$ cat src/sv/lmcf_pkg.sv
package lmcf_pkg;

  // Default number of driver chips in the chain.
  localparam int MAX_DEVICES_DEF = 8;

  // Reset value of the devices-in-use register.
  localparam logic [3:0] DEV_IN_USE_RESET = 4'd8;

  // One display command.
  typedef struct packed {
    logic [3:0] operation;
    logic [2:0] device;
    logic [2:0] position;
    logic [2:0] column;
    logic [7:0] value;
    logic       flag;
  } cmd_t;

  // One register frame for the chain.
  typedef struct packed {
    logic [2:0] target_device;
    logic [3:0] opcode;
    logic [7:0] data;
    logic       last;
  } frame_t;

  // Command operations.
  typedef enum logic [3:0] {
    OP_LED         = 4'd0,
    OP_ROW         = 4'd1,
    OP_COLUMN      = 4'd2,
    OP_HEX         = 4'd3,
    OP_CHAR        = 4'd4,
    OP_CLEAR       = 4'd5,
    OP_POWER_MODE  = 4'd6,
    OP_DIGIT_LIMIT = 4'd7,
    OP_BRIGHTNESS  = 4'd8
  } op_t;

  // Driver register addresses.
  localparam logic [3:0] OPC_ROW_FIRST = 4'd1;
  localparam logic [3:0] OPC_ROW_LAST  = 4'd8;
  localparam logic [3:0] OPC_INTENSITY = 4'd10;
  localparam logic [3:0] OPC_SCANLIMIT = 4'd11;
  localparam logic [3:0] OPC_SHUTDOWN  = 4'd12;

  localparam logic [7:0] DP_BIT      = 8'h80;
  localparam logic [7:0] COL_MSB     = 8'h80;
  localparam logic [6:0] SPACE_CODE  = 7'd32;
  localparam logic [7:0] HEX_LIMIT   = 8'd16;
  localparam logic [7:0] SCAN_LIMIT  = 8'd8;
  localparam logic [7:0] LEVEL_LIMIT = 8'd16;
  localparam logic [2:0] ROW_LAST    = 3'd7;

  // Segment patterns for codes 0 to 127: bit 7 is the decimal point.
  localparam logic [7:0] SEG_ROM [128] = '{
    8'h7E, 8'h30, 8'h6D, 8'h79, 8'h33, 8'h5B, 8'h5F, 8'h70,
    8'h7F, 8'h7B, 8'h77, 8'h1F, 8'h0D, 8'h3D, 8'h4F, 8'h47,
    8'h00, 8'h00, 8'h00, 8'h00, 8'h00, 8'h00, 8'h00, 8'h00,
    8'h00, 8'h00, 8'h00, 8'h00, 8'h00, 8'h00, 8'h00, 8'h00,
    8'h00, 8'h00, 8'h00, 8'h00, 8'h00, 8'h00, 8'h00, 8'h00,
    8'h00, 8'h00, 8'h00, 8'h00, 8'h80, 8'h01, 8'h80, 8'h00,
    8'h7E, 8'h30, 8'h6D, 8'h79, 8'h33, 8'h5B, 8'h5F, 8'h70,
    8'h7F, 8'h7B, 8'h00, 8'h00, 8'h00, 8'h00, 8'h00, 8'h00,
    8'h00, 8'h77, 8'h1F, 8'h0D, 8'h3D, 8'h4F, 8'h47, 8'h7B,
    8'h37, 8'h00, 8'h00, 8'h00, 8'h0E, 8'h00, 8'h00, 8'h00,
    8'h67, 8'h00, 8'h05, 8'h00, 8'h0F, 8'h1C, 8'h00, 8'h00,
    8'h00, 8'h00, 8'h00, 8'h00, 8'h00, 8'h00, 8'h00, 8'h08,
    8'h00, 8'h77, 8'h1F, 8'h0D, 8'h3D, 8'h4F, 8'h47, 8'h7B,
    8'h37, 8'h00, 8'h00, 8'h00, 8'h0E, 8'h00, 8'h15, 8'h1D,
    8'h67, 8'h00, 8'h05, 8'h00, 8'h0F, 8'h1C, 8'h00, 8'h00,
    8'h00, 8'h00, 8'h00, 8'h00, 8'h00, 8'h00, 8'h00, 8'h00
  };

  // Microprogram addresses.
  typedef logic [3:0] pc_t;
  localparam pc_t PC_LED_RD   = 4'd0;
  localparam pc_t PC_LED_WR   = 4'd1;
  localparam pc_t PC_ROW      = 4'd2;
  localparam pc_t PC_GLYPH    = 4'd3;
  localparam pc_t PC_COL_RD   = 4'd4;
  localparam pc_t PC_COL_WR   = 4'd5;
  localparam pc_t PC_CLEAR    = 4'd6;
  localparam pc_t PC_SHUTDOWN = 4'd7;
  localparam pc_t PC_SCAN     = 4'd8;
  localparam pc_t PC_LEVEL    = 4'd9;

  typedef enum logic [2:0] {
    DSEL_RMW,
    DSEL_VALUE,
    DSEL_GLYPH,
    DSEL_ZERO,
    DSEL_SHUT
  } dsel_t;

  typedef enum logic {
    BSEL_FLAG,
    BSEL_VALUE_BIT
  } bsel_t;

  typedef enum logic [1:0] {
    OSEL_ROW,
    OSEL_INTENSITY,
    OSEL_SCANLIMIT,
    OSEL_SHUTDOWN
  } osel_t;

  // One control word of the sequencer.
  typedef struct packed {
    dsel_t data_sel;
    bsel_t bit_sel;
    osel_t opc_sel;
    logic  emit;
    logic  wr;
    logic  rd;
    logic  rd_next;
    logic  row_inc;
    logic  loop;
    logic  done;
    pc_t   target;
  } ctl_t;

  // Control store. A loop step jumps to its target until row 7 has been handled.
  function automatic ctl_t ucode(input pc_t pc);
    ctl_t c;
    c = '0;
    c.data_sel = DSEL_ZERO;
    c.bit_sel  = BSEL_FLAG;
    c.opc_sel  = OSEL_ROW;
    c.target   = pc;
    unique case (pc)
      PC_LED_RD: begin
        c.rd = 1'b1;
      end
      PC_LED_WR: begin
        c.data_sel = DSEL_RMW;
        c.emit     = 1'b1;
        c.wr       = 1'b1;
        c.done     = 1'b1;
      end
      PC_ROW: begin
        c.data_sel = DSEL_VALUE;
        c.emit     = 1'b1;
        c.wr       = 1'b1;
        c.done     = 1'b1;
      end
      PC_GLYPH: begin
        c.data_sel = DSEL_GLYPH;
        c.emit     = 1'b1;
        c.wr       = 1'b1;
        c.done     = 1'b1;
      end
      PC_COL_RD: begin
        c.rd = 1'b1;
      end
      PC_COL_WR: begin
        c.data_sel = DSEL_RMW;
        c.bit_sel  = BSEL_VALUE_BIT;
        c.emit     = 1'b1;
        c.wr       = 1'b1;
        c.rd       = 1'b1;
        c.rd_next  = 1'b1;
        c.row_inc  = 1'b1;
        c.loop     = 1'b1;
        c.target   = PC_COL_WR;
      end
      PC_CLEAR: begin
        c.data_sel = DSEL_ZERO;
        c.emit     = 1'b1;
        c.wr       = 1'b1;
        c.row_inc  = 1'b1;
        c.loop     = 1'b1;
        c.target   = PC_CLEAR;
      end
      PC_SHUTDOWN: begin
        c.data_sel = DSEL_SHUT;
        c.opc_sel  = OSEL_SHUTDOWN;
        c.emit     = 1'b1;
        c.done     = 1'b1;
      end
      PC_SCAN: begin
        c.data_sel = DSEL_VALUE;
        c.opc_sel  = OSEL_SCANLIMIT;
        c.emit     = 1'b1;
        c.done     = 1'b1;
      end
      PC_LEVEL: begin
        c.data_sel = DSEL_VALUE;
        c.opc_sel  = OSEL_INTENSITY;
        c.emit     = 1'b1;
        c.done     = 1'b1;
      end
      default: begin
        c.done = 1'b1;
      end
    endcase
    return c;
  endfunction

endpackage

$ cat src/sv/lmcf_shadow.sv
// Row shadow store with one write and one registered read port.
// Entries that were never written since reset read as zero.
module lmcf_shadow #(
  parameter int DEPTH  = 64,
  parameter int ADDR_W = 6
) (
  input  logic              clk,
  input  logic              rst_n,
  input  logic              wr_en,
  input  logic [ADDR_W-1:0] wr_addr,
  input  logic [7:0]        wr_data,
  input  logic              rd_en,
  input  logic [ADDR_W-1:0] rd_addr,
  output logic [7:0]        rd_data
);

  logic [7:0]       mem [DEPTH];
  logic [DEPTH-1:0] written_r;
  logic [7:0]       mem_q_r;
  logic             vld_q_r;

  always_ff @(posedge clk) begin
    if (wr_en) begin
      mem[wr_addr] <= wr_data;
    end
    if (rd_en) begin
      mem_q_r <= mem[rd_addr];
    end
  end

  always_ff @(posedge clk) begin
    if (!rst_n) begin
      written_r <= '0;
      vld_q_r   <= 1'b0;
    end else begin
      if (wr_en) begin
        written_r[wr_addr] <= 1'b1;
      end
      if (rd_en) begin
        vld_q_r <= written_r[rd_addr];
      end
    end
  end

  assign rd_data = vld_q_r ? mem_q_r : 8'h00;

endmodule

$ cat src/sv/led_matrix_command_framer.sv
// A row, glyph or control register command passes the step register and then
// the frame register; a single-LED command first reads its shadow row; column
// commands read row 0 first; column and clear then give one frame every cycle.
// Busy stays high for all microprogram steps of a command, so no new command is
// taken until it ends; frames cannot stall.
// Reset (synchronous, active low) empties the row shadow and sets 8 devices.
module led_matrix_command_framer #(
  parameter int MAX_DEVICES = lmcf_pkg::MAX_DEVICES_DEF
) (
  input  logic             clk,
  input  logic             rst_n,
  // Command channel: a transaction happens when start is high and busy is low.
  input  logic             start,
  output logic             busy,
  input  lmcf_pkg::cmd_t   in_cmd,
  // Frame channel: each frame is shown for one cycle, marked by out_valid.
  output logic             out_valid,
  output lmcf_pkg::frame_t out_frame,
  // Devices-in-use register.
  input  logic             cfg_we,
  input  logic [3:0]       cfg_data
);

  // The shadow holds eight rows for each chip; a row's address is {device, row}.
  localparam int DEPTH  = MAX_DEVICES * 8;
  localparam int ADDR_W = $clog2(DEPTH);
  localparam logic [3:0] MAX_DEV_C = 4'(MAX_DEVICES);

  logic [3:0] dev_in_use_r;

  // Command fields held for the whole transaction; the row advances in loop steps.
  logic [2:0] dev_r,   dev_nxt;
  logic [2:0] row_r,   row_nxt;
  logic [2:0] col_r,   col_nxt;
  logic [7:0] value_r, value_nxt;
  logic       flag_r,  flag_nxt;
  logic [6:0] glyph_r, glyph_nxt;

  // Sequencer state.
  lmcf_pkg::pc_t pc_r, pc_nxt;
  logic          run_r, run_nxt;

  // Frame register.
  logic             out_valid_r, out_valid_nxt;
  lmcf_pkg::frame_t frame_r,     frame_nxt;

  lmcf_pkg::ctl_t    ctl;
  logic              accept;
  logic              cmd_ok;
  lmcf_pkg::pc_t     entry_pc;
  logic [2:0]        entry_row;
  logic [6:0]        entry_glyph;
  logic              dev_ok;
  logic              step_last;

  logic [7:0]        shadow_q;
  logic [7:0]        col_mask;
  logic              new_bit;
  logic [7:0]        rmw_data;
  logic [7:0]        frame_data;
  logic [3:0]        frame_opc;
  logic [2:0]        rd_row;
  logic [ADDR_W-1:0] wr_addr;
  logic [ADDR_W-1:0] rd_addr;

  assign busy   = run_r;
  assign accept = start && !run_r;

  // Configuration register, to be written only while the block is idle; the block does not enforce this.
  always_ff @(posedge clk) begin
    if (!rst_n) begin
      dev_in_use_r <= lmcf_pkg::DEV_IN_USE_RESET;
    end else if (cfg_we) begin
      dev_in_use_r <= cfg_data;
    end
  end

  // Decode of a new command: choose the microprogram entry and drop commands
  // whose operation, device or argument is out of range, so they never start.
  assign dev_ok = ({1'b0, in_cmd.device} < dev_in_use_r) &&
                  ({1'b0, in_cmd.device} < MAX_DEV_C);

  always_comb begin
    cmd_ok      = 1'b1;
    entry_pc    = lmcf_pkg::PC_ROW;
    entry_row   = in_cmd.position;
    entry_glyph = in_cmd.value[6:0];
    unique case (in_cmd.operation)
      lmcf_pkg::OP_LED: begin
        entry_pc = lmcf_pkg::PC_LED_RD;
      end
      lmcf_pkg::OP_ROW: begin
        entry_pc = lmcf_pkg::PC_ROW;
      end
      lmcf_pkg::OP_COLUMN: begin
        entry_pc  = lmcf_pkg::PC_COL_RD;
        entry_row = '0;
      end
      lmcf_pkg::OP_HEX: begin
        entry_pc = lmcf_pkg::PC_GLYPH;
        cmd_ok   = in_cmd.value < lmcf_pkg::HEX_LIMIT;
      end
      lmcf_pkg::OP_CHAR: begin
        entry_pc = lmcf_pkg::PC_GLYPH;
        // Codes above 127 are drawn as a blank.
        if (in_cmd.value[7]) begin
          entry_glyph = lmcf_pkg::SPACE_CODE;
        end
      end
      lmcf_pkg::OP_CLEAR: begin
        entry_pc  = lmcf_pkg::PC_CLEAR;
        entry_row = '0;
      end
      lmcf_pkg::OP_POWER_MODE: begin
        entry_pc = lmcf_pkg::PC_SHUTDOWN;
      end
      lmcf_pkg::OP_DIGIT_LIMIT: begin
        entry_pc = lmcf_pkg::PC_SCAN;
        cmd_ok   = in_cmd.value < lmcf_pkg::SCAN_LIMIT;
      end
      lmcf_pkg::OP_BRIGHTNESS: begin
        entry_pc = lmcf_pkg::PC_LEVEL;
        cmd_ok   = in_cmd.value < lmcf_pkg::LEVEL_LIMIT;
      end
      default: begin
        cmd_ok = 1'b0;
      end
    endcase
  end

  // The control word of the current step drives the datapath below.
  assign ctl = lmcf_pkg::ucode(pc_r);

  // A loop step ends the program after row 7; the step that ends it carries
  // the last frame of the transaction.
  assign step_last = ctl.done || (ctl.loop && (row_r == lmcf_pkg::ROW_LAST));

  // Read-modify-write of one shadow row. Column commands take row r's bit from
  // value bit 7-r, which for a three-bit row is its complement.
  assign col_mask = lmcf_pkg::COL_MSB >> col_r;
  assign new_bit  = (ctl.bit_sel == lmcf_pkg::BSEL_FLAG) ? flag_r : value_r[~row_r];
  assign rmw_data = new_bit ? (shadow_q | col_mask) : (shadow_q & ~col_mask);

  always_comb begin
    unique case (ctl.data_sel)
      lmcf_pkg::DSEL_RMW:   frame_data = rmw_data;
      lmcf_pkg::DSEL_VALUE: frame_data = value_r;
      lmcf_pkg::DSEL_GLYPH: frame_data = lmcf_pkg::SEG_ROM[glyph_r] |
                                         (flag_r ? lmcf_pkg::DP_BIT : 8'h00);
      lmcf_pkg::DSEL_SHUT:  frame_data = {7'd0, ~flag_r};
      default:              frame_data = 8'h00;
    endcase
  end

  always_comb begin
    unique case (ctl.opc_sel)
      lmcf_pkg::OSEL_ROW:       frame_opc = {1'b0, row_r} + lmcf_pkg::OPC_ROW_FIRST;
      lmcf_pkg::OSEL_INTENSITY: frame_opc = lmcf_pkg::OPC_INTENSITY;
      lmcf_pkg::OSEL_SCANLIMIT: frame_opc = lmcf_pkg::OPC_SCANLIMIT;
      default:                  frame_opc = lmcf_pkg::OPC_SHUTDOWN;
    endcase
  end

  // While a column is being written, the next row is fetched in the same step,
  // so one frame leaves every cycle.
  assign rd_row  = ctl.rd_next ? (row_r + 3'd1) : row_r;
  assign wr_addr = ADDR_W'({dev_r, row_r});
  assign rd_addr = ADDR_W'({dev_r, rd_row});

  lmcf_shadow #(
    .DEPTH  (DEPTH),
    .ADDR_W (ADDR_W)
  ) u_shadow (
    .clk     (clk),
    .rst_n   (rst_n),
    .wr_en   (run_r && ctl.wr),
    .wr_addr (wr_addr),
    .wr_data (frame_data),
    .rd_en   (run_r && ctl.rd),
    .rd_addr (rd_addr),
    .rd_data (shadow_q)
  );

  // Sequencer next state: step counter, conditional loop back and the latch
  // of a newly accepted command.
  always_comb begin
    pc_nxt    = pc_r;
    run_nxt   = run_r;
    dev_nxt   = dev_r;
    row_nxt   = row_r;
    col_nxt   = col_r;
    value_nxt = value_r;
    flag_nxt  = flag_r;
    glyph_nxt = glyph_r;
    priority if (run_r) begin
      if (ctl.row_inc) begin
        row_nxt = row_r + 3'd1;
      end
      if (step_last) begin
        run_nxt = 1'b0;
      end else if (ctl.loop) begin
        pc_nxt = ctl.target;
      end else begin
        pc_nxt = pc_r + 4'd1;
      end
    end else if (accept) begin
      run_nxt   = dev_ok && cmd_ok;
      pc_nxt    = entry_pc;
      dev_nxt   = in_cmd.device;
      row_nxt   = entry_row;
      col_nxt   = in_cmd.column;
      value_nxt = in_cmd.value;
      flag_nxt  = in_cmd.flag;
      glyph_nxt = entry_glyph;
    end
  end

  // Frame register next value.
  always_comb begin
    out_valid_nxt           = run_r && ctl.emit;
    frame_nxt.target_device = dev_r;
    frame_nxt.opcode        = frame_opc;
    frame_nxt.data          = frame_data;
    frame_nxt.last          = step_last;
  end

  always_ff @(posedge clk) begin
    if (!rst_n) begin
      run_r       <= 1'b0;
      pc_r        <= lmcf_pkg::PC_ROW;
      out_valid_r <= 1'b0;
    end else begin
      run_r       <= run_nxt;
      pc_r        <= pc_nxt;
      out_valid_r <= out_valid_nxt;
    end
  end

  always_ff @(posedge clk) begin
    dev_r   <= dev_nxt;
    row_r   <= row_nxt;
    col_r   <= col_nxt;
    value_r <= value_nxt;
    flag_r  <= flag_nxt;
    glyph_r <= glyph_nxt;
    frame_r <= frame_nxt;
  end

  assign out_valid = out_valid_r;
  assign out_frame = frame_r;

endmodule

$ cat config.mk
export PLATFORM = sky130hd
export DESIGN_NAME = led_matrix_command_framer
export DESIGN_NICKNAME = d
export VERILOG_FILES = /design/src/sv/lmcf_pkg.sv /design/src/sv/lmcf_shadow.sv /design/src/sv/led_matrix_command_framer.sv
export SDC_FILE = /design/constraint.sdc
export NUM_CORES = 1
export LEC_CHECK = 0
export ABC_AREA = 1
export BUFFER_PORTS_ARGS = -buffer_cell sky130_fd_sc_hd__buf_2
export CORE_MARGIN = 3
export CORE_UTILIZATION = 35
export CTS_CLUSTER_SIZE = 30
export DETAILED_ROUTE_END_ITERATION = 10
export GPL_ROUTABILITY_DRIVEN = 1
export PLACE_DENSITY_LB_ADDON = 0.15
export RECOVER_POWER = 50
export SLEW_MARGIN = 20
export SYNTH_ARGS = -nofsm -noshare
export SYNTH_HDL_FRONTEND = slang
export SYNTH_SLANG_ARGS = --single-unit
export TNS_END_PERCENT = 100
$ cat constraint.sdc
create_clock -name clk -period 6.14 [get_ports clk]
set_input_delay 0.307 -clock clk [delete_from_list [all_inputs] [get_ports clk]]
set_output_delay 0.307 -clock clk [all_outputs]
set_load 0.005 [all_outputs]
# ---- Yosys cells after proc, flatten, opt, wreduce, memory -nomap -nowiden
# Memories as Yosys holds them, arrays and structs flattened. A register that Yosys moved wholly into a read port is not among the register bits.
# Index checks and enable logic that the tools add are counted.
# Widths: inputs -> output; s select.
dict set report totals {
  reg_bits 116
  latch_bits 0
  ramBits 512
  romBits 1024
  elab_cells 134
  mem_count 2
}
# name depth width read_ports rd_clocked_by_memory_dff write_ports line
set mem_list {}
lappend mem_list {{(name not given)} 128 8 1 0 0 led_matrix_command_framer.sv:148} ;# lmcf_pkg::DSEL_GLYPH: frame_data = lmcf_pkg::SEG_ROM[glyph_r] |
lappend mem_list {u_shadow.mem 64 8 1 1 1 lmcf_shadow.sv:17} ;# logic [7:0] mem [DEPTH];
dict set report op_classes {
  add_sub_neg 3
  multipliers 0
  n_div 0
  magnitude_cmp 8
  n_eq_ne 26
  shifts 1
  muxes 41
  bitwise 9
  n_reduce_logical 28
}
# operator count
set ops {}
lappend ops {{$or 64x64->64} 1}
lappend ops {{$mux 8} 5}
lappend ops {{$eq 4x3->1 const B} 8}
lappend ops {{$pmux 8 s4} 1}
lappend ops {{$pmux 4 s7} 1}
lappend ops {{$eq 4x2->1 const B} 4}
lappend ops {{$mux 4} 4}
lappend ops {{$or 8x8->8} 2}
lappend ops {{$mux 3} 5}
lappend ops {{$lt 6x7->1 const B} 2}
lappend ops {{$mux 1} 14}
lappend ops {{$mux 7} 2}
lappend ops {{$eq 4x4->1 const B} 3}
lappend ops {{$pmux 3 s4} 1}
lappend ops {{$pmux 4 s3} 1}
lappend ops {{$reduce_or 2->1} 5}
lappend ops {{$and 8x8->8} 1}
lappend ops {{$eq 4x1->1 const B} 2}
lappend ops {{$ge 8x8->1 const B} 1}
lappend ops {{$logic_not 4->1} 2}
lappend ops {{$lt 8x4->1 const B} 1}
lappend ops {{$lt 8x5->1 const B} 1}
lappend ops {{$not 7->8} 1}
lappend ops {{$not 8->8} 1}
lappend ops {{other kinds (37)} 47}

# ---- Depth between registers and ports, before layout
# Gate-level depths: netlist of the first run.
dict set report logic_depth {
  depth_word 7
  mapped_depth 17
  ltp_nobuf 16
}

# ---- Modules after synthesis
# Synthesis of the first run repeated with hierarchy kept, for this count alone.
dict set report hier_totals {
  cells_unflattened 2529
  area_unflattened_um2 26812.0
}
# mod n_inst cells_per_inst area_each_um2
set by_module_without_submodules {}
lappend by_module_without_submodules {lmcf_shadow 1 2071 23501.3}
lappend by_module_without_submodules {led_matrix_command_framer 1 458 3310.7}

# ---- Worst setup path before layout of the first run
# Ideal clock, no wire load.
dict set report synth_path {
  path_type {register to register}
  from {reg row_r[2]}
  to {mem u_shadow.mem[0][4] (data pin)}
  t_arrival_ns 4.063
  setup_slack_ns 1.369
  stages_incl_launch_ff 9
  cell_sequence {edfxtp_1 > inv_1 > clkbuf_1 > nand3_1 > o22ai_1 > o31ai_1 > nand3_1 > nand2_1 > o21ai_0}
}
dict set report synth_between {
  elab_chain_len 6
}
# item line
set synth_lines {}
lappend synth_lines {{from (decl)} led_matrix_command_framer.sv:33} ;# logic [2:0] row_r, row_nxt;
lappend synth_lines {{from (signal assigned)} led_matrix_command_framer.sv:241} ;# row_r <= row_nxt;
lappend synth_lines {{$not 3->3} led_matrix_command_framer.sv:141} ;# assign new_bit = (ctl.bit_sel == lmcf_pkg::BSEL_FLAG) ? flag_r : value_r[~row_r];
lappend synth_lines {{$bmux 1 s3} led_matrix_command_framer.sv:141}
lappend synth_lines {{$mux 1 (not written as such)} led_matrix_command_framer.sv:141}
lappend synth_lines {{$mux 1} led_matrix_command_framer.sv:141}
lappend synth_lines {{$mux 8} led_matrix_command_framer.sv:142} ;# assign rmw_data = new_bit ? (shadow_q | col_mask) : (shadow_q & ~col_mask);
lappend synth_lines {{$pmux 8 s4} led_matrix_command_framer.sv:145} ;# unique case (ctl.data_sel)
lappend synth_lines {{named net frame_data[4]} led_matrix_command_framer.sv:60} ;# logic [7:0] frame_data;
lappend synth_lines {{to (decl)} lmcf_shadow.sv:17}
# The timed path passes the listed nets, and every way through them passes these cells. The select of a mux whose other input is x is not followed.

# ---- Worst setup path in the final report of the first run
dict set report layout_path {
  from {reg row_r[1]}
  to {mem u_shadow.mem[54][4] (data pin)}
}
# The elaborated chain is that of the path after synthesis.

==> impl_metrics.json, run 1 <==
{
  "max_cap_violations": 3,
  "finalMaxSlewViolations": 134,
  "seqPwrFrac": 0.483,
  "cts_resized": 0,
  "reg2reg_slack_ps": 1140,
  "p_leak_nw": 11.2,
  "endpoint_kind": "flip-flop",
  "power_frac_clock": 0.408,
  "clock_latency_ps": 620,
  "grt_pass1_wl_mm": 118,
  "vias": 18600,
  "viasPerCell": 5.19,
  "postCtsHoldBufs": 20,
  "fillers": 7428,
  "skew_ps": 36.2,
  "postRouteAntennaNets": 0,
  "fmax_mhz": 200,
  "dp_cells": 3430,
  "peakVddDrop_uv": 215,
  "drc": 0,
  "cts_max_level": 3,
  "grt_overflow": 0,
  "finalPower_mw": 10.2,
  "drt_iter0_markers": 1786,
  "combPwrFrac": 0.108,
  "violations": "max-capacitance violations, max-slew violations",
  "final_cells": 3577,
  "antenna_found_initial": 8,
  "hp-class": "primary input to flip-flop",
  "finalCritPeriodShare": 0.814,
  "coreArea_um2": 76100,
  "syn-cell-area_um2": 26900,
  "die_h_um": 283,
  "port_buffers": 47,
  "switching_share": 0.256,
  "synth_nets": 2512,
  "setup.worst_path.class": "flip-flop to flip-flop",
  "yosysWarnings": 0,
  "clk_pin_slew_ps": 60,
  "dr.pass1.iters": 6,
  "r2r_start": "row_r[1]",
  "avgSynthCellArea_um2": 10.9,
  "internal_power_mw": 7.58,
  "r2r_cells": 8,
  "grt_pass1_vias": 18000,
  "die_w_um": 283,
  "cp.required_ps": 6460,
  "maxSlewHeadroom": -0.428,
  "layout_setup_ws_ps": 1140,
  "design_area_um2": 30500,
  "numCtsBuffers": 70,
  "cts_buffer_depth": 3,
  "grt_max_degree": 176,
  "regToRegEndpoint": "u_shadow.mem[54][4]",
  "power.density_nw_per_um2": 334,
  "p_switching_mw": 2.60,
  "io_pins": 48,
  "dpl_cell_area_um2": 28100,
  "whs_ps": 39.7,
  "synth-seq-area-share": 0.676,
  "grtUsageTotal": 0.194,
  "rsz0062_at_grt": "no",
  "row_count": 101,
  "cts_tree": "yes",
  "finalNetCount": 2538,
  "hp-start": "in_cmd[12]",
  "clock_sinks": 636,
  "start_util": 0.354,
  "design.die.area_um2": 80200,
  "wl_mm": 79.1,
  "worst_pin_slew_ps": 2130,
  "finish.utilization": 0.401,
  "ys_ff_latch": 636,
  "start_kind": "flip-flop",
  "finalSetupViolCount": 0,
  "cts_setup_buffers": 0,
  "avgRoutedWirePerCell_um": 22.1,
  "synthToLayoutAreaGrowth_pct": 13.4,
  "outcome": "complete, but fails checks",
  "drive_gt1_frac": 0.0656,
  "hold_violations": 0,
  "place_ws_ps": 1960,
  "fin_setup_tns_ps": 0,
  "path_max_fanout": 39,
  "synthCells": 2466,
  "worstHoldPathCells": 3,
  "period_needed_ps": 5000,
  "dp_hpwl_mm": 47.3,
  "gp_congestion": 0.824,
  "cp_data_arrival_time_ps": 5320,
  "synth.distinct_cells": 40,
  "hold_path_end": "row_r[0]",
  "cts_root_buffer": "clkbuf_16"
}
==> cells by family after synthesis <==
group                    count (synthesis)  synth area share
XOR/XNOR                                 1          0.000326
flip-flops                             636             0.676
adder cells (fa/ha/maj)                 16           0.00744
buffers and inverters                  399            0.0601
AO/OA/AOI/OAI                          577             0.124
AND/OR/NAND/NOR                        837             0.132
==> power by group through the flow <==
stage               combinational [mW]  sequential (mW)  clock (mW)
global placement                  1.11             5.00           0
floorplan                        0.654             4.99           0
detailed placement                1.11             5.00           0
global route                      1.22             4.92        4.42
CTS                               1.12             4.91        4.25
finish                            1.10             4.92        4.16
==> metal layers <==
layer  track usage  routed length [um]
met4        0.0635                2130
met1         0.267               34700
met2         0.307               36800
met3        0.0389                5300
met5       0.00893                 143
==> worst max path at each step <==
stage,startpoint,to,slack [ps],depth (start not counted)
2_1_floorplan,row_r[2],u_shadow.mem[0][4],1370,8
3_3_place_gp,dev_r[0],u_shadow.mem[12][5],1970,5
3_5_place_dp,dev_r[0],u_shadow.mem[11][6],1960,5
4_1_cts,dev_r[0],u_shadow.mem[13][4],1920,5
5_1_grt,row_r[0],u_shadow.mem[13][4],870,8
6_report,row_r[1],u_shadow.mem[54][4],1140,8
==> sequential cells by signal, indices dropped and copies added (netlist names), 3 cells and up <==
name and cells:
u_shadow.mem_q_r 8, glyph_r 7, value_r 8, pc_r 4
out_frame 16, row_r 3, u_shadow.written_r 64, dev_r 3
dev_in_use_r 4, u_shadow.mem 512, col_r 3
==> cells in the final DEF (no fill, tap or decap), types with 2 or more instances in the layout <==
cell / n
edfxtp_1: 545
nor2_1: 302
nand2_1: 267
inv_1: 257
o21ai_0: 257
nand3_1: 208
a21oi_1: 118
o211ai_1: 114
dfxtp_1: 91
clkbuf_16: 74
o21a_1: 32
buf_2: 31
nand3b_1: 28
clkbuf_1: 28
o21ai_1: 25
clkinv_1: 20
nor3_1: 20
dlygate4sd3_1: 20
ha_1: 16
buf_4: 16
clkinv_2: 10
o31ai_1: 5
a21o_1: 5
a31oi_1: 5
bufinv_16: 5
nor2_2: 4
buf_12: 4
o21ai_4: 3
a22oi_1: 3
inv_6: 3
clkbuf_8: 3
clkinvlp_4: 3
inv_2: 2
nand4_1: 2
o22ai_1: 2
o2111ai_1: 2
nand2_2: 2
or2_2: 2
o41ai_1: 2
==> final cells by class <==
type                    instances  area, um2  area share
flip-flops and latches        636      18200       0.596
multi-input cells            1431       7150       0.234
inverters                     263        990      0.0324
clock buffers                  87       1930      0.0633
diodes                          1       2.50   0.0000820
clock inverters                39        329      0.0108
well taps                    1030       1290      0.0422
repair buffers                 90        628      0.0206
==> cell usage after synthesis, drive strengths merged <==
| cell type | number | area share |
|---|---|---|
| or2 | 2 | 0.00047 |
| o41ai | 2 | 0.00065 |
| nand4 | 2 | 0.00047 |
| a22oi | 3 | 0.00084 |
| nor2 | 306 | 0.043 |
| a31oi | 5 | 0.0012 |
| o311ai | 1 | 0.00033 |
| o221ai | 1 | 0.00033 |
| o211ai | 114 | 0.032 |
| inv | 260 | 0.036 |
| a21o | 5 | 0.0014 |
| dfxtp | 91 | 0.068 |
| nand2 | 270 | 0.038 |
| nor3 | 20 | 0.0037 |
| clkbuf | 67 | 0.0094 |
| xor2 | 1 | 0.00033 |
| nand3b | 28 | 0.0078 |
| a21oi | 118 | 0.022 |
| edfxtp | 545 | 0.61 |
| o2111ai | 2 | 0.00065 |
| o31ai | 5 | 0.0014 |
| ha | 16 | 0.0074 |
| a22o | 1 | 0.00033 |
| o21ai | 285 | 0.054 |
| a211oi | 1 | 0.00028 |
| buf | 69 | 0.014 |
| nand3 | 209 | 0.039 |
| o22ai | 2 | 0.00047 |
| o21a | 32 | 0.0089 |
| clkinv | 3 | 0.00042 |
==> critical path, stage by stage (launching register included) <==
cell      delay [ps]
edfxtp_1         530
inv_1            230
nand3_1          790
o22ai_1          460
o31ai_1          270
nand3_1          130
nand2_1           60
o21ai_1         1580
buf_4            630
Note: power is estimated with default switching activity, not from simulation.
==> run 2: changes to the inputs <==
==> constraint.sdc (replaced) <==
create_clock -name clk -period 4.1 [get_ports clk]
set_input_delay 0.205 -clock clk [delete_from_list [all_inputs] [get_ports clk]]
set_output_delay 0.205 -clock clk [all_outputs]
set_load 0.005 [all_outputs]
==> impl_metrics.json, run 2 (synthesis gave the netlist of run 1 again) <==
{
  "grt_max_degree": 86,
  "grt_overflow": 0,
  "dpl_cell_area_um2": 28500,
  "row_count": 101,
  "p_leak_nw": 11.4,
  "cts_buffer_depth": 3,
  "finalPower_mw": 15.4,
  "cts_tree": "yes",
  "drc": 0,
  "register_area_um2": 18200,
  "clock_latency_ps": 610,
  "cts_root_buffer": "clkbuf_16",
  "violations": "max-capacitance violations, max-slew violations",
  "design_area_um2": 30900,
  "coreArea_um2": 76100,
  "grt_pass1_wl_mm": 122,
  "synthToLayoutAreaGrowth_pct": 15.0,
  "outcome": "complete, but fails checks",
  "maxSlewHeadroom": -0.221,
  "dr.pass1.iters": 5,
  "port_buffers": 47,
  "wl_mm": 81.6,
  "fillers": 7362,
  "cp_data_arrival_time_ps": 3790,
  "avgRoutedWirePerCell_um": 22.5,
  "drive_gt1_frac": 0.0754,
  "finalSetupViolCount": 0,
  "n_antenna_cell": 0,
  "multiInputGateArea_um2": 7160,
  "path_delay_family": "buffers and inverters",
  "cts_resized": 0,
  "dp_hpwl_mm": 49.0,
  "postRouteAntennaNets": 0,
  "antenna_found_initial": 0,
  "max_stage_delay_ps": 1160,
  "peakVddDrop_uv": 342,
  "whs_ps": 101,
  "drt_iter0_markers": 1701,
  "finalMaxSlewViolations": 225,
  "cts_max_level": 3,
  "grt_pass1_vias": 18300,
  "grtUsageTotal": 0.201,
  "hp-class": "primary input to flip-flop",
  "final_cell_mix": "edfxtp_1 (545), nor2_1 (305), nand2_1 (266)",
  "worst_path_most_repeated_cell": "nor2_1",
  "clk_pin_slew_ps": 60,
  "cp.required_ps": 4260,
  "period_needed_ps": 3630,
  "start_util": 0.354,
  "setup.worst_path.class": "flip-flop to flip-flop",
  "crit_chain": "inv_1 > ha_1 > inv_1 > nor2_1 > nor2_1 > o21ai_0 > a31oi_1 > nor2_1 > a21oi_1 > o21ai_4 > buf_2",
  "start_kind": "flip-flop",
  "die_w_um": 283,
  "crit_slowest_cell": "buf_2",
  "skew_ps": 25.5,
  "largest_register": "u_shadow.mem",
  "final_common_cell": "edfxtp_1",
  "crit_buf_inv": 3,
  "vias": 18900,
  "endpoint_kind": "flip-flop",
  "hold_violations": 0,
  "die_h_um": 283,
  "fmax_mhz": 276,
  "design.die.area_um2": 80200,
  "worst_pin_slew_ps": 1830,
  "fin_setup_tns_ps": 0,
  "max_cap_violations": 4,
  "clock_sinks": 636,
  "numCtsBuffers": 73,
  "viasPerCell": 5.22,
  "finalCritPeriodShare": 0.885,
  "io_pins": 48,
  "rsz0062_at_grt": "no",
  "finalNetCount": 2585,
  "path_max_fanout": 65,
  "power.density_nw_per_um2": 497,
  "largest_register_ffs": 512,
  "gp_congestion": 0.826
}
[run 2: path summary, 6_finish.rpt]
check	startpoint	end	slack, ps	cells past startpoint
setup / recovery	glyph_r[1]	u_shadow.mem[11][4]	470	11
hold / removal	in_cmd[21]	busy	100	6
setup reg to reg	glyph_r[1]	u_shadow.mem[11][4]	470	11
hold reg to reg	u_shadow.written_r[33]	u_shadow.written_r[33]	450	1
[run 2: stage by stage]
stage | cells | worst slack, ps | util
final | 3630 | 471 | 0.407
after global routing | 3630 | 136 | 0.407
after detailed placement | 3471 | 443 | 0.375
after floorplan | 2466 | 442 | -
after CTS | 3630 | 434 | 0.408
after global placement | 3471 | 544 | 0.375
[run 2: area by class of cell]
type                            count  share of cell area
Clock buffer                       94              0.0643
Clock inverter                     42              0.0103
Inverter                          263              0.0320
Multi-Input combinational cell   1431               0.232
Sequential cell                   636               0.588
Tap cell                         1030              0.0417
Timing Repair Buffer              134              0.0324
[run 2: worst reg2reg max path, cell delays in order (launching register included)]
cell      delay (ps)
edfxtp_1         520
inv_1            200
ha_1             260
inv_1             70
nor2_1           250
nor2_1            90
o21ai_0          130
a31oi_1          150
nor2_1           140
a21oi_1           80
o21ai_4           70
buf_2           1160
[run 2: per-layer routing]
metal	global-route usage	share of wire	routed length, um	up-vias
met2	0.325	0.47	38300	630
li1	-	-	-	8820
met4	0.0628	0.026	2140	0
met1	0.278	0.44	36000	9365
met3	0.0306	0.063	5160	122
met5	0	0	0	-
[run 2: what timing repair did]
action,in CTS,in global routing
hold endpoints to repair,30,0
setup endpoints to repair,0,0
hold buffers,23,0
setup buffers,0,0
[run 2: power by group]
| part | internal [mW] | switching, mW |
|---|---|---|
| Sequential | 7.31 | 0.0488 |
| Clock | 3.64 | 2.63 |
| Combinational | 0.433 | 1.33 |
